<file path="src/rtl/sit_pkg.sv">
package sit_pkg;

  // Default coordinate width of each endpoint field
  localparam int unsigned COORD_BITS_DEF = 16;

  // Number of coordinate fields in one input beat
  localparam int unsigned NUM_COORDS = 8;

  // Number of orientation tests per segment pair
  localparam int unsigned NUM_TESTS = 4;

  // Test slots: which endpoint is tested against which segment
  localparam int unsigned T_B0_ON_A = 0;
  localparam int unsigned T_B1_ON_A = 1;
  localparam int unsigned T_A0_ON_B = 2;
  localparam int unsigned T_A1_ON_B = 3;

  // Bounding-box hits, one per endpoint tested against the other segment
  typedef struct packed {
    logic a1_on_b;
    logic a0_on_b;
    logic b1_on_a;
    logic b0_on_a;
  } box_hits_t;

  // Orientation sign of a point against a directed line
  typedef enum logic [1:0] {
    ORI_ZERO = 2'd0,
    ORI_POS  = 2'd1,
    ORI_NEG  = 2'd2
  } orient_t;

endpackage

</file>
<file path="src/rtl/sit_diff.sv">
module sit_diff import sit_pkg::*; #(
  parameter int COORD_BITS = COORD_BITS_DEF
) (
  input  logic                         clk,
  input  logic                         rst_n,
  input  logic                         in_valid,
  output logic                         in_ready,
  input  logic signed [COORD_BITS-1:0] a0_x,
  input  logic signed [COORD_BITS-1:0] a0_y,
  input  logic signed [COORD_BITS-1:0] a1_x,
  input  logic signed [COORD_BITS-1:0] a1_y,
  input  logic signed [COORD_BITS-1:0] b0_x,
  input  logic signed [COORD_BITS-1:0] b0_y,
  input  logic signed [COORD_BITS-1:0] b1_x,
  input  logic signed [COORD_BITS-1:0] b1_y,
  output logic                         out_valid,
  input  logic                         out_ready,
  output logic signed [COORD_BITS:0]   dir_a_x,
  output logic signed [COORD_BITS:0]   dir_a_y,
  output logic signed [COORD_BITS:0]   dir_b_x,
  output logic signed [COORD_BITS:0]   dir_b_y,
  output logic signed [COORD_BITS:0]   off_x [NUM_TESTS],
  output logic signed [COORD_BITS:0]   off_y [NUM_TESTS],
  output box_hits_t                    box
);

  localparam int DW = COORD_BITS + 1;

  logic signed [DW-1:0] xa0, ya0, xa1, ya1, xb0, yb0, xb1, yb1;
  logic                 valid_r;
  logic signed [DW-1:0] dir_a_x_r, dir_a_y_r, dir_b_x_r, dir_b_y_r;
  logic signed [DW-1:0] off_x_r [NUM_TESTS];
  logic signed [DW-1:0] off_y_r [NUM_TESTS];
  logic signed [DW-1:0] off_x_nxt [NUM_TESTS];
  logic signed [DW-1:0] off_y_nxt [NUM_TESTS];
  box_hits_t            box_r, box_nxt;
  logic                 load;

  // Sign-extend by one bit so each difference is exact
  assign xa0 = {a0_x[COORD_BITS-1], a0_x};
  assign ya0 = {a0_y[COORD_BITS-1], a0_y};
  assign xa1 = {a1_x[COORD_BITS-1], a1_x};
  assign ya1 = {a1_y[COORD_BITS-1], a1_y};
  assign xb0 = {b0_x[COORD_BITS-1], b0_x};
  assign yb0 = {b0_y[COORD_BITS-1], b0_y};
  assign xb1 = {b1_x[COORD_BITS-1], b1_x};
  assign yb1 = {b1_y[COORD_BITS-1], b1_y};

  // Offsets of each tested point from the far end of the other segment
  always_comb begin
    off_x_nxt[T_B0_ON_A] = xb0 - xa1;
    off_y_nxt[T_B0_ON_A] = yb0 - ya1;
    off_x_nxt[T_B1_ON_A] = xb1 - xa1;
    off_y_nxt[T_B1_ON_A] = yb1 - ya1;
    off_x_nxt[T_A0_ON_B] = xa0 - xb1;
    off_y_nxt[T_A0_ON_B] = ya0 - yb1;
    off_x_nxt[T_A1_ON_B] = xa1 - xb1;
    off_y_nxt[T_A1_ON_B] = ya1 - yb1;
  end

  // Bounding-box membership of each endpoint in the other segment's box
  always_comb begin
    box_nxt.b0_on_a = (b0_x >= a0_x || b0_x >= a1_x) && (b0_x <= a0_x || b0_x <= a1_x) &&
                      (b0_y >= a0_y || b0_y >= a1_y) && (b0_y <= a0_y || b0_y <= a1_y);
    box_nxt.b1_on_a = (b1_x >= a0_x || b1_x >= a1_x) && (b1_x <= a0_x || b1_x <= a1_x) &&
                      (b1_y >= a0_y || b1_y >= a1_y) && (b1_y <= a0_y || b1_y <= a1_y);
    box_nxt.a0_on_b = (a0_x >= b0_x || a0_x >= b1_x) && (a0_x <= b0_x || a0_x <= b1_x) &&
                      (a0_y >= b0_y || a0_y >= b1_y) && (a0_y <= b0_y || a0_y <= b1_y);
    box_nxt.a1_on_b = (a1_x >= b0_x || a1_x >= b1_x) && (a1_x <= b0_x || a1_x <= b1_x) &&
                      (a1_y >= b0_y || a1_y >= b1_y) && (a1_y <= b0_y || a1_y <= b1_y);
  end

  assign in_ready = !valid_r || out_ready;
  assign load     = in_valid && in_ready;

  // Advance the valid bit whenever the stage can move
  always_ff @(posedge clk) begin
    if (!rst_n) begin
      valid_r <= 1'b0;
    end else if (in_ready) begin
      valid_r <= in_valid;
    end
  end

  // Capture the payload of an accepted beat
  always_ff @(posedge clk) begin
    if (load) begin
      dir_a_x_r <= xa1 - xa0;
      dir_a_y_r <= ya1 - ya0;
      dir_b_x_r <= xb1 - xb0;
      dir_b_y_r <= yb1 - yb0;
      off_x_r   <= off_x_nxt;
      off_y_r   <= off_y_nxt;
      box_r     <= box_nxt;
    end
  end

  assign out_valid = valid_r;
  assign dir_a_x   = dir_a_x_r;
  assign dir_a_y   = dir_a_y_r;
  assign dir_b_x   = dir_b_x_r;
  assign dir_b_y   = dir_b_y_r;
  assign off_x     = off_x_r;
  assign off_y     = off_y_r;
  assign box       = box_r;

endmodule

</file>
<file path="config.mk">
export PLATFORM = sky130hd
export DESIGN_NAME = sit_diff
export DESIGN_NICKNAME = d
export VERILOG_FILES = /design/src/rtl/sit_pkg.sv /design/src/rtl/sit_diff.sv
export SDC_FILE = /design/constraint.sdc
export NUM_CORES = 1
export LEC_CHECK = 0
export ABC_AREA = 1
export BUFFER_PORTS_ARGS = -buffer_cell sky130_fd_sc_hd__buf_2
export CAP_MARGIN = 20
export CORE_ASPECT_RATIO = 1.4
export CORE_MARGIN = 3
export CORE_UTILIZATION = 50
export CTS_BUF_LIST = sky130_fd_sc_hd__clkbuf_4 sky130_fd_sc_hd__clkbuf_8 sky130_fd_sc_hd__clkbuf_16
export CTS_CLUSTER_SIZE = 10
export DETAILED_ROUTE_END_ITERATION = 7
export PLACE_DENSITY_LB_ADDON = 0.2
export SLEW_MARGIN = 10
export SYNTH_ARGS = -nofsm -noshare
export SYNTH_HDL_FRONTEND = slang
export SYNTH_SLANG_ARGS = --single-unit
</file>
<file path="constraint.sdc">
create_clock -name clk -period 15.7 [get_ports clk]
set_input_delay 1.57 -clock clk [delete_from_list [all_inputs] [get_ports clk]]
set_output_delay 1.57 -clock clk [all_outputs]
set_load 0.02 [all_outputs]
</file>
* Word-level counts from Yosys, hierarchy flattened
Index checks and enable logic that the tools add are counted.
** Storage, ports and cells
- Flip-flop bits (word level) :: 209
- Output and inout port bits :: 210
- Word-level logic and storage cells :: 92
** Cells by class
- Add/subtract/negate cells :: 12
- Magnitude comparators :: 32
- Reduce and logical (&&, ||, !) cells :: 31
** Operators with widths (number)
- >= comparator 16 bit :: 16
- <= comparator 16 bit :: 16
- subtractor 16 x 16 -> 17 bit :: 12
- logical OR 1 bit :: 17
- logical AND 1 bit :: 13
- zero test 1 bit :: 1

* Depth between registers and ports, before layout
Gate-level depths: netlist of run 1.
- Depth after elaboration :: 5
- Gate-level depth with buffers :: 16
- Gate-level depth less buffers :: 16

* Least setup slack after synthesis of run 1
No wires, ideal clock.
- Path type :: in2reg
- Start point :: in in_valid
- End point :: reg box_r (netlist bit box[0]) (enable)
- Arrival :: 11495 ps
- Required time :: 14859 ps
- Setup slack :: 3364 ps
- Stages on the path :: 2
- Path through :: inv_1 a21oi_1
** On the way
- Cells in the longest elaborated chain, start to end :: 1
** RTL lines
- start: declaration :: line sit_diff.sv:6 : input logic in_valid,
- logical AND 1 bit :: line sit_diff.sv:74 : assign load = in_valid && in_ready;
- net load :: line sit_diff.sv:37 : logic load;
- end signal: assignment :: line sit_diff.sv:94 : box_r <= box_nxt;
- end: declaration :: line sit_diff.sv:36 : box_hits_t box_r, box_nxt;
The timed path passes the listed nets, and every way through them passes these cells.
A chain may end at the register's enable or synchronous reset.

* Final worst setup path of run 1
- Start point :: in out_ready
- End point :: reg dir_b_x_r[12], in the netlist dir_b_x[12] (enable)
** On the way
- Cells in the longest elaborated chain, start to end :: 2
** RTL lines
- start: declaration :: line sit_diff.sv:17 : input logic out_ready,
- logical OR 1 bit :: line sit_diff.sv:73 : assign in_ready = !valid_r || out_ready;
- logical AND 1 bit :: line sit_diff.sv:74
- net load :: line sit_diff.sv:37
- end signal: assignment :: line sit_diff.sv:90 : dir_b_x_r <= xb1 - xb0;
- end: declaration :: line sit_diff.sv:31 : logic signed [DW-1:0] dir_a_x_r, dir_a_y_r, dir_b_x_r, dir_b_y_r;
The timed path passes the listed nets, and every way through them passes these cells.

==> impl_metrics.yaml, run 1 <==
critical_path:
  slowest_delay_ns: 0.75
  crit_family: "buffers and inverters"
  cp_slowest_cell: "buf_4"
  worstSetupEndpointType: "flip-flop"
  start_kind: "primary input"
  r2r-start: "out_valid"
  crit_fanout: 63
  path_buf_inv: 4
  cp_common_cell: "buf_4"
  critical_path_class: "primary input to flip-flop"
  startpoint: "out_ready"
  path_cells: "buf_2, inv_1, a21oi_4, buf_4, buf_4"
  cp.arrival_ns: 3.78
  worstPathRequired_ns: 15.86
job:
  max_cap_violations: 0
timing:
  rsz0062_at_grt: "no"
  fin_skew_ns: 0.0136
  relSlewSlack_pct: 41.0
  min_period_over_period_pct: 23.1
  fmax_mhz: 276
  worstMarginPinSlew_ns: 0.884
  final-hold-violation-count: 0
  final.setup.tns_ns: 0
  setup_violations: 0
  fin_crit_ns: 3.62
  timing.hold.ws_ns: 0.545
  final_max_slew_viol_count: 0
  worst_slack_ns: 12.08
die:
  core_area_mm2: 0.0335
  die_y_um: 225
  die_area_mm2: 0.0365
  pin_count: 342
  row_count: 79
  start_util_pct: 51.0
  dieWidth_um: 162
power:
  powerDensity_mw_per_mm2: 98.0
  irDropWorstVdd_mv: 0.0896
  p_total_w: 0.00196
  leakage_nw: 10.1
yosys:
  ys.warnings.count: 0
  synth_seq_cells: 207
  yosys.area.top_type: "edfxtp_1"
  synthesis.nets: 2370
  syn_area_mm2: 0.0171
  synth_commonest_cells: "nand2_1, inv_1, ha_1"
  syn_inst: 1994
  synth.avg_cell_area_um2: 8.57
  ys_types: 47
  yosysSeqAreaShare_pct: 36.3
  yosysMostFrequentCell: "nand2_1"
  synth_top_flop_cell: "edfxtp_1"
  synth_edf_count: 206
  async_reset_ff_share_pct: 0
  synth_area_leaders: "edfxtp_1, ha_1, nand2_1"
  synth_top_area_share_pct: 36.2
placed_design:
  dp_slack_ns: 11.54
  hpwl_mm: 48.5
  finalWeightedCongestion: 0.997
  port_buffers: 341
detailed_routing:
  wire_per_inst_um: 20.2
  vias: 14900
  post_drt_via_cell_ratio: 5.34
  ant_nets: 0
  totalWireLength_mm: 56.5
  firstDrtPassIters: 5
  route.detailed.drc: 0
  drtIter0Drc: 927
global_route:
  grt_pass1_wl_mm: 84.1
  use_met2_pct: 57.6
  overflow: 0
  grt_use_total_pct: 30.4
  met3_usage_pct: 4.07
  grt_max_degree: 71
  grt.busiest_layer: "met2"
  first_global_vias: 15300
  met1_usage_pct: 30.4
  antenna_found_initial: 3
final_layout:
  syn_to_final_growth_pct: 16.8
  drive_gt1_share_pct: 18.9
  final_util_pct: 59.6
  fin_nets: 2714
  antenna_cells_inserted: 0
clock_network:
  path_clk_slew_ns: 0.05
  post_cts_buffers: 0
  cts_buffers: 25
  clockBufferDepth: 3
  htreeDepth: 1
  cts_hold_buffers: 0
  clock-sinks: 207
  clock-root-buffer: "clkbuf_16"
  cts.repair.resized: 0
  tritoncts: "yes"
  clk-insertion-delay-late_ns: 0.55
hold_path:
  worstHoldPathType: "flip-flop to flip-flop"
  worstHoldStart: "out_valid"
run_status:
  outcome: "complete, no violations"
==> cell usage in the layout, fill, tap and decap left out, types with 14 or more instances in the layout <==
| cell | n |
|---|---|
| nor2_1 | 132 |
| o21ai_0 | 47 |
| a21o_1 | 20 |
| nand4_1 | 14 |
| buf_2 | 341 |
| nand3_1 | 66 |
| xnor2_1 | 53 |
| a21oi_1 | 181 |
| edfxtp_1 | 206 |
| ha_1 | 232 |
| nor3_1 | 18 |
| nand2_1 | 405 |
| inv_1 | 304 |
| xor2_1 | 121 |
| clkbuf_16 | 25 |
| o21ai_1 | 29 |
==> power by group <==
part | internal, W | total (W) | switching, W
Sequential | 0.000715 | 0.000737 | 0.0000219
Clock | 0.000325 | 0.000546 | 0.000221
Combinational | 0.000221 | 0.000673 | 0.000452
Total | 0.00126 | 0.00196 | 0.000695
==> final timing paths <==
kind	end	slack, ns	cells past startpoint
setup / recovery	dir_b_x[12]	12.08	5
hold / removal	out_valid	0.54	2
setup reg to reg	dir_b_x[12]	12.89	3
hold reg to reg	out_valid	0.54	2
==> per-layer routing <==
layer  part of all wire (%)  wire length, µm
met4                    8.0             4530
met1                     34            19500
met3                    5.2             2910
met5                  0.069               39
met2                     52            29500
==> registers in the layout, summed over array words and instances (netlist names) <==
signal	cells
box	4
dir_a_x	17
dir_a_y	17
dir_b_x	17
dir_b_y	17
off_x	67
off_y	67
out_valid	1
==> through the flow <==
stage	cell area, µm²	std cells
global route	20000	2795
CTS	20000	2795
detailed placement	19200	2756
global placement	19200	2756
floorplan	17100	1994
finish	20000	2795
==> kinds of logic (layout without fill, tap and decap cells) <==
logic type	count (synthesis)	count (layout)	share of synthesized area [%]
and+or+nand+nor	678	678	16.7
xor gates and xnor gates	174	174	8.92
AOI/OAI and AO/OA	348	348	11.7
buffers and inverters	343	699	7.97
adders and majority gates	244	244	18.4
DFF	207	207	36.3
==> worst register-to-register path, stage by stage, from the launching register on <==
cell,delay [ns]
dfxtp_1,0.34
a21oi_4,0.51
buf_4,0.76
buf_4,0.81
==> layout make-up <==
class / count / area (µm²)
fillers: 3021 / 13500
multi-input cells: 1444 / 9530
flip-flops and latches: 207 / 6210
repair buffers: 344 / 1730
inverters: 316 / 1190
clock buffers: 36 / 708
well taps: 445 / 557
clock inverters: 3 / 38.8
Power figures use the tool's default switching activity.
==> inputs of run 2 (changes only) <==
Clock period 15.7 ns to 3.4 ns, I/O delays scaled along.
==> run 2 against run 1 <==
Against the previous run:
- wire length down 0.18%
- design area up 0.35%
- first-iteration DRC count down 8.7%
- combinational power rose to 4.6 times the previous value
- worst hold slack worse by 0.51 ns
- sequential power rose to 4.6 times the previous value
- global-route usage down 0.34 points
==> impl_metrics.yaml, run 2 (synthesis gave the netlist of run 1 again) <==
die:
  core_area_mm2: 0.0335
  row_count: 79
  dieWidth_um: 162
  die_area_mm2: 0.0365
  die_y_um: 225
  start_util_pct: 51.0
  pin_count: 342
placed_design:
  port_buffers: 341
  dp_cells: 2762
  placed_area_mm2: 0.0193
  dp_slack_ns: 0.764
  hpwl_mm: 48.5
  finalWeightedCongestion: 1.03
detailed_routing:
  drtIter0Drc: 846
  totalWireLength_mm: 56.4
  post_drt_via_cell_ratio: 5.41
  wire_per_inst_um: 20.1
  ant_nets: 0
  firstDrtPassIters: 7
  route.detailed.drc: 0
  vias: 15200
final_layout:
  final_cell_mix: "nand2_1, buf_2, inv_1"
  syn_to_final_growth_pct: 17.2
  fin_area_mm2: 0.0200
  layout_commonest_cell: "nand2_1"
  drive_gt1_share_pct: 19.1
  stdcell_count: 2803
  fin_nets: 2720
timing:
  rsz0062_at_grt: "no"
  setup_violations: 0
  min_period_over_period_pct: 61.5
  final_max_slew_viol_count: 0
  fin_crit_ns: 2.09
  final-hold-violation-count: 0
  worstMarginPinSlew_ns: 0.766
  relSlewSlack_pct: 48.8
  fin_skew_ns: 0.0325
  worst_slack_ns: 1.31
  fmax_mhz: 478
critical_path:
  start_kind: "primary input"
  cp_slowest_cell: "ha_1"
  r2r-start: "out_valid"
  path_cells: "buf_2, inv_1, ha_1, nand2_1, nor2_1, inv_1, nor2_1, nand4_1, nand3_1, nand2_1, nor2_1"
  cp.arrival_ns: 2.48
  slowest_delay_ns: 0.50
  cp_common_cell: "nor2_1"
  reg2reg_depth: 2
  crit_fanout: 8
  worstPathRequired_ns: 3.79
  r2r_end: "off_x[33]"
  critical_path_class: "primary input to flip-flop"
  r2r_slack_ns: 1.64
  worstSetupEndpointType: "flip-flop"
power:
  powerDensity_mw_per_mm2: 447
  irDropWorstVdd_mv: 0.370
  switchingPower_w: 0.00321
  clock_power_share_pct: 27.3
  seqPwrFrac_pct: 37.9
  combPwrFrac_pct: 34.9
  leakage_nw: 10.1
  p_total_w: 0.00896
  p_int_w: 0.00575
  p_sw_share_pct: 35.8
clock_network:
  tritoncts: "yes"
  clk-insertion-delay-late_ns: 0.55
  path_clk_slew_ns: 0.06
  htreeDepth: 1
  cts.repair.resized: 0
  clock-sinks: 207
  clockBufferDepth: 3
  clock-root-buffer: "clkbuf_16"
  cts_buffers: 25
  post_cts_buffers: 0
  cts_hold_buffers: 0
job:
  max_cap_violations: 0
run_status:
  outcome: "complete, no violations"
hold_path:
  worstHoldStart: "rst_n"
  holdPathStages: 2
  hold_end: "out_valid"
  worstHoldPathType: "primary input to flip-flop"
global_route:
  antenna_found_initial: 3
  first_global_vias: 15500
  grt_pass1_wl_mm: 83.1
  grt_max_degree: 60
  grt_use_total_pct: 30.0
  overflow: 0
-- run 2: cell count changes in the layout (fill, tap and decap cells not counted) --
cell / change
clkbuf_4: -1
inv_6: +1
dfxtp_1: -1
clkinv_2: -1
dfxtp_4: +1
bufinv_16: -1
diode_2: +1
clkinv_1: +2
buf_4: +3
clkinvlp_4: +1
buf_12: +3
-- run 2: worst max path at each step --
stage | from | to | slack [ns]
5_1_grt | a1_x[15] | box[1] | 1.13
2_1_floorplan | out_valid | box[0] | -0.87
6_report | a1_x[15] | box[1] | 1.31
3_5_place_dp | a1_x[15] | box[3] | 0.76
3_3_place_gp | a1_x[15] | box[3] | 0.77
4_1_cts | a1_x[15] | box[3] | 1.32
-- run 2: worst max-delay path: cells and delay by family --
family                     cells  cell delay [ns]
adders and majority gates      1             0.50
and+or+nand+nor                7             1.28
buffers and inverters          3             0.36
-- run 2: through the flow --
step | utilization, % | hold WS (ns) | setup TNS [ns]
final | 59.8 | 0.0355 | 0
after detailed placement | 57.6 | 0.526 | 0
after floorplan | - | 0.483 | -179.82
after CTS | 59.8 | 0.00956 | 0
after global routing | 59.8 | 0.0344 | 0
after global placement | 57.6 | 0.511 | 0
-- run 2: metal layers --
layer / part of all wire (%) / vias up / track usage, %
li1: - / 7348 / -
met3: 5.6 / 219 / 4.38
met1: 33 / 7026 / 28.5
met5: 0.080 / - / 0
met4: 9.6 / 6 / 24.2
met2: 52 / 577 / 56.6
-- run 2: power groups by stage --
stage                     sequential (W)  combinational (W)  clock [W]
final                            0.00339            0.00312    0.00244
after global routing             0.00342            0.00340    0.00259
after CTS                        0.00340            0.00311    0.00249
after detailed placement         0.00345            0.00310          0
after global placement           0.00344            0.00308          0
after floorplan                  0.00388            0.00162          0
-- run 2: area by class of cell --
class	instances	area [µm²]
multi-input cells	1444	9530
fillers	3050	13500
repair buffers	350	1810
well taps	445	557
clock inverters	5	27.5
flip-flops and latches	207	6210
diodes	1	2.50
inverters	316	1190
clock buffers	35	701
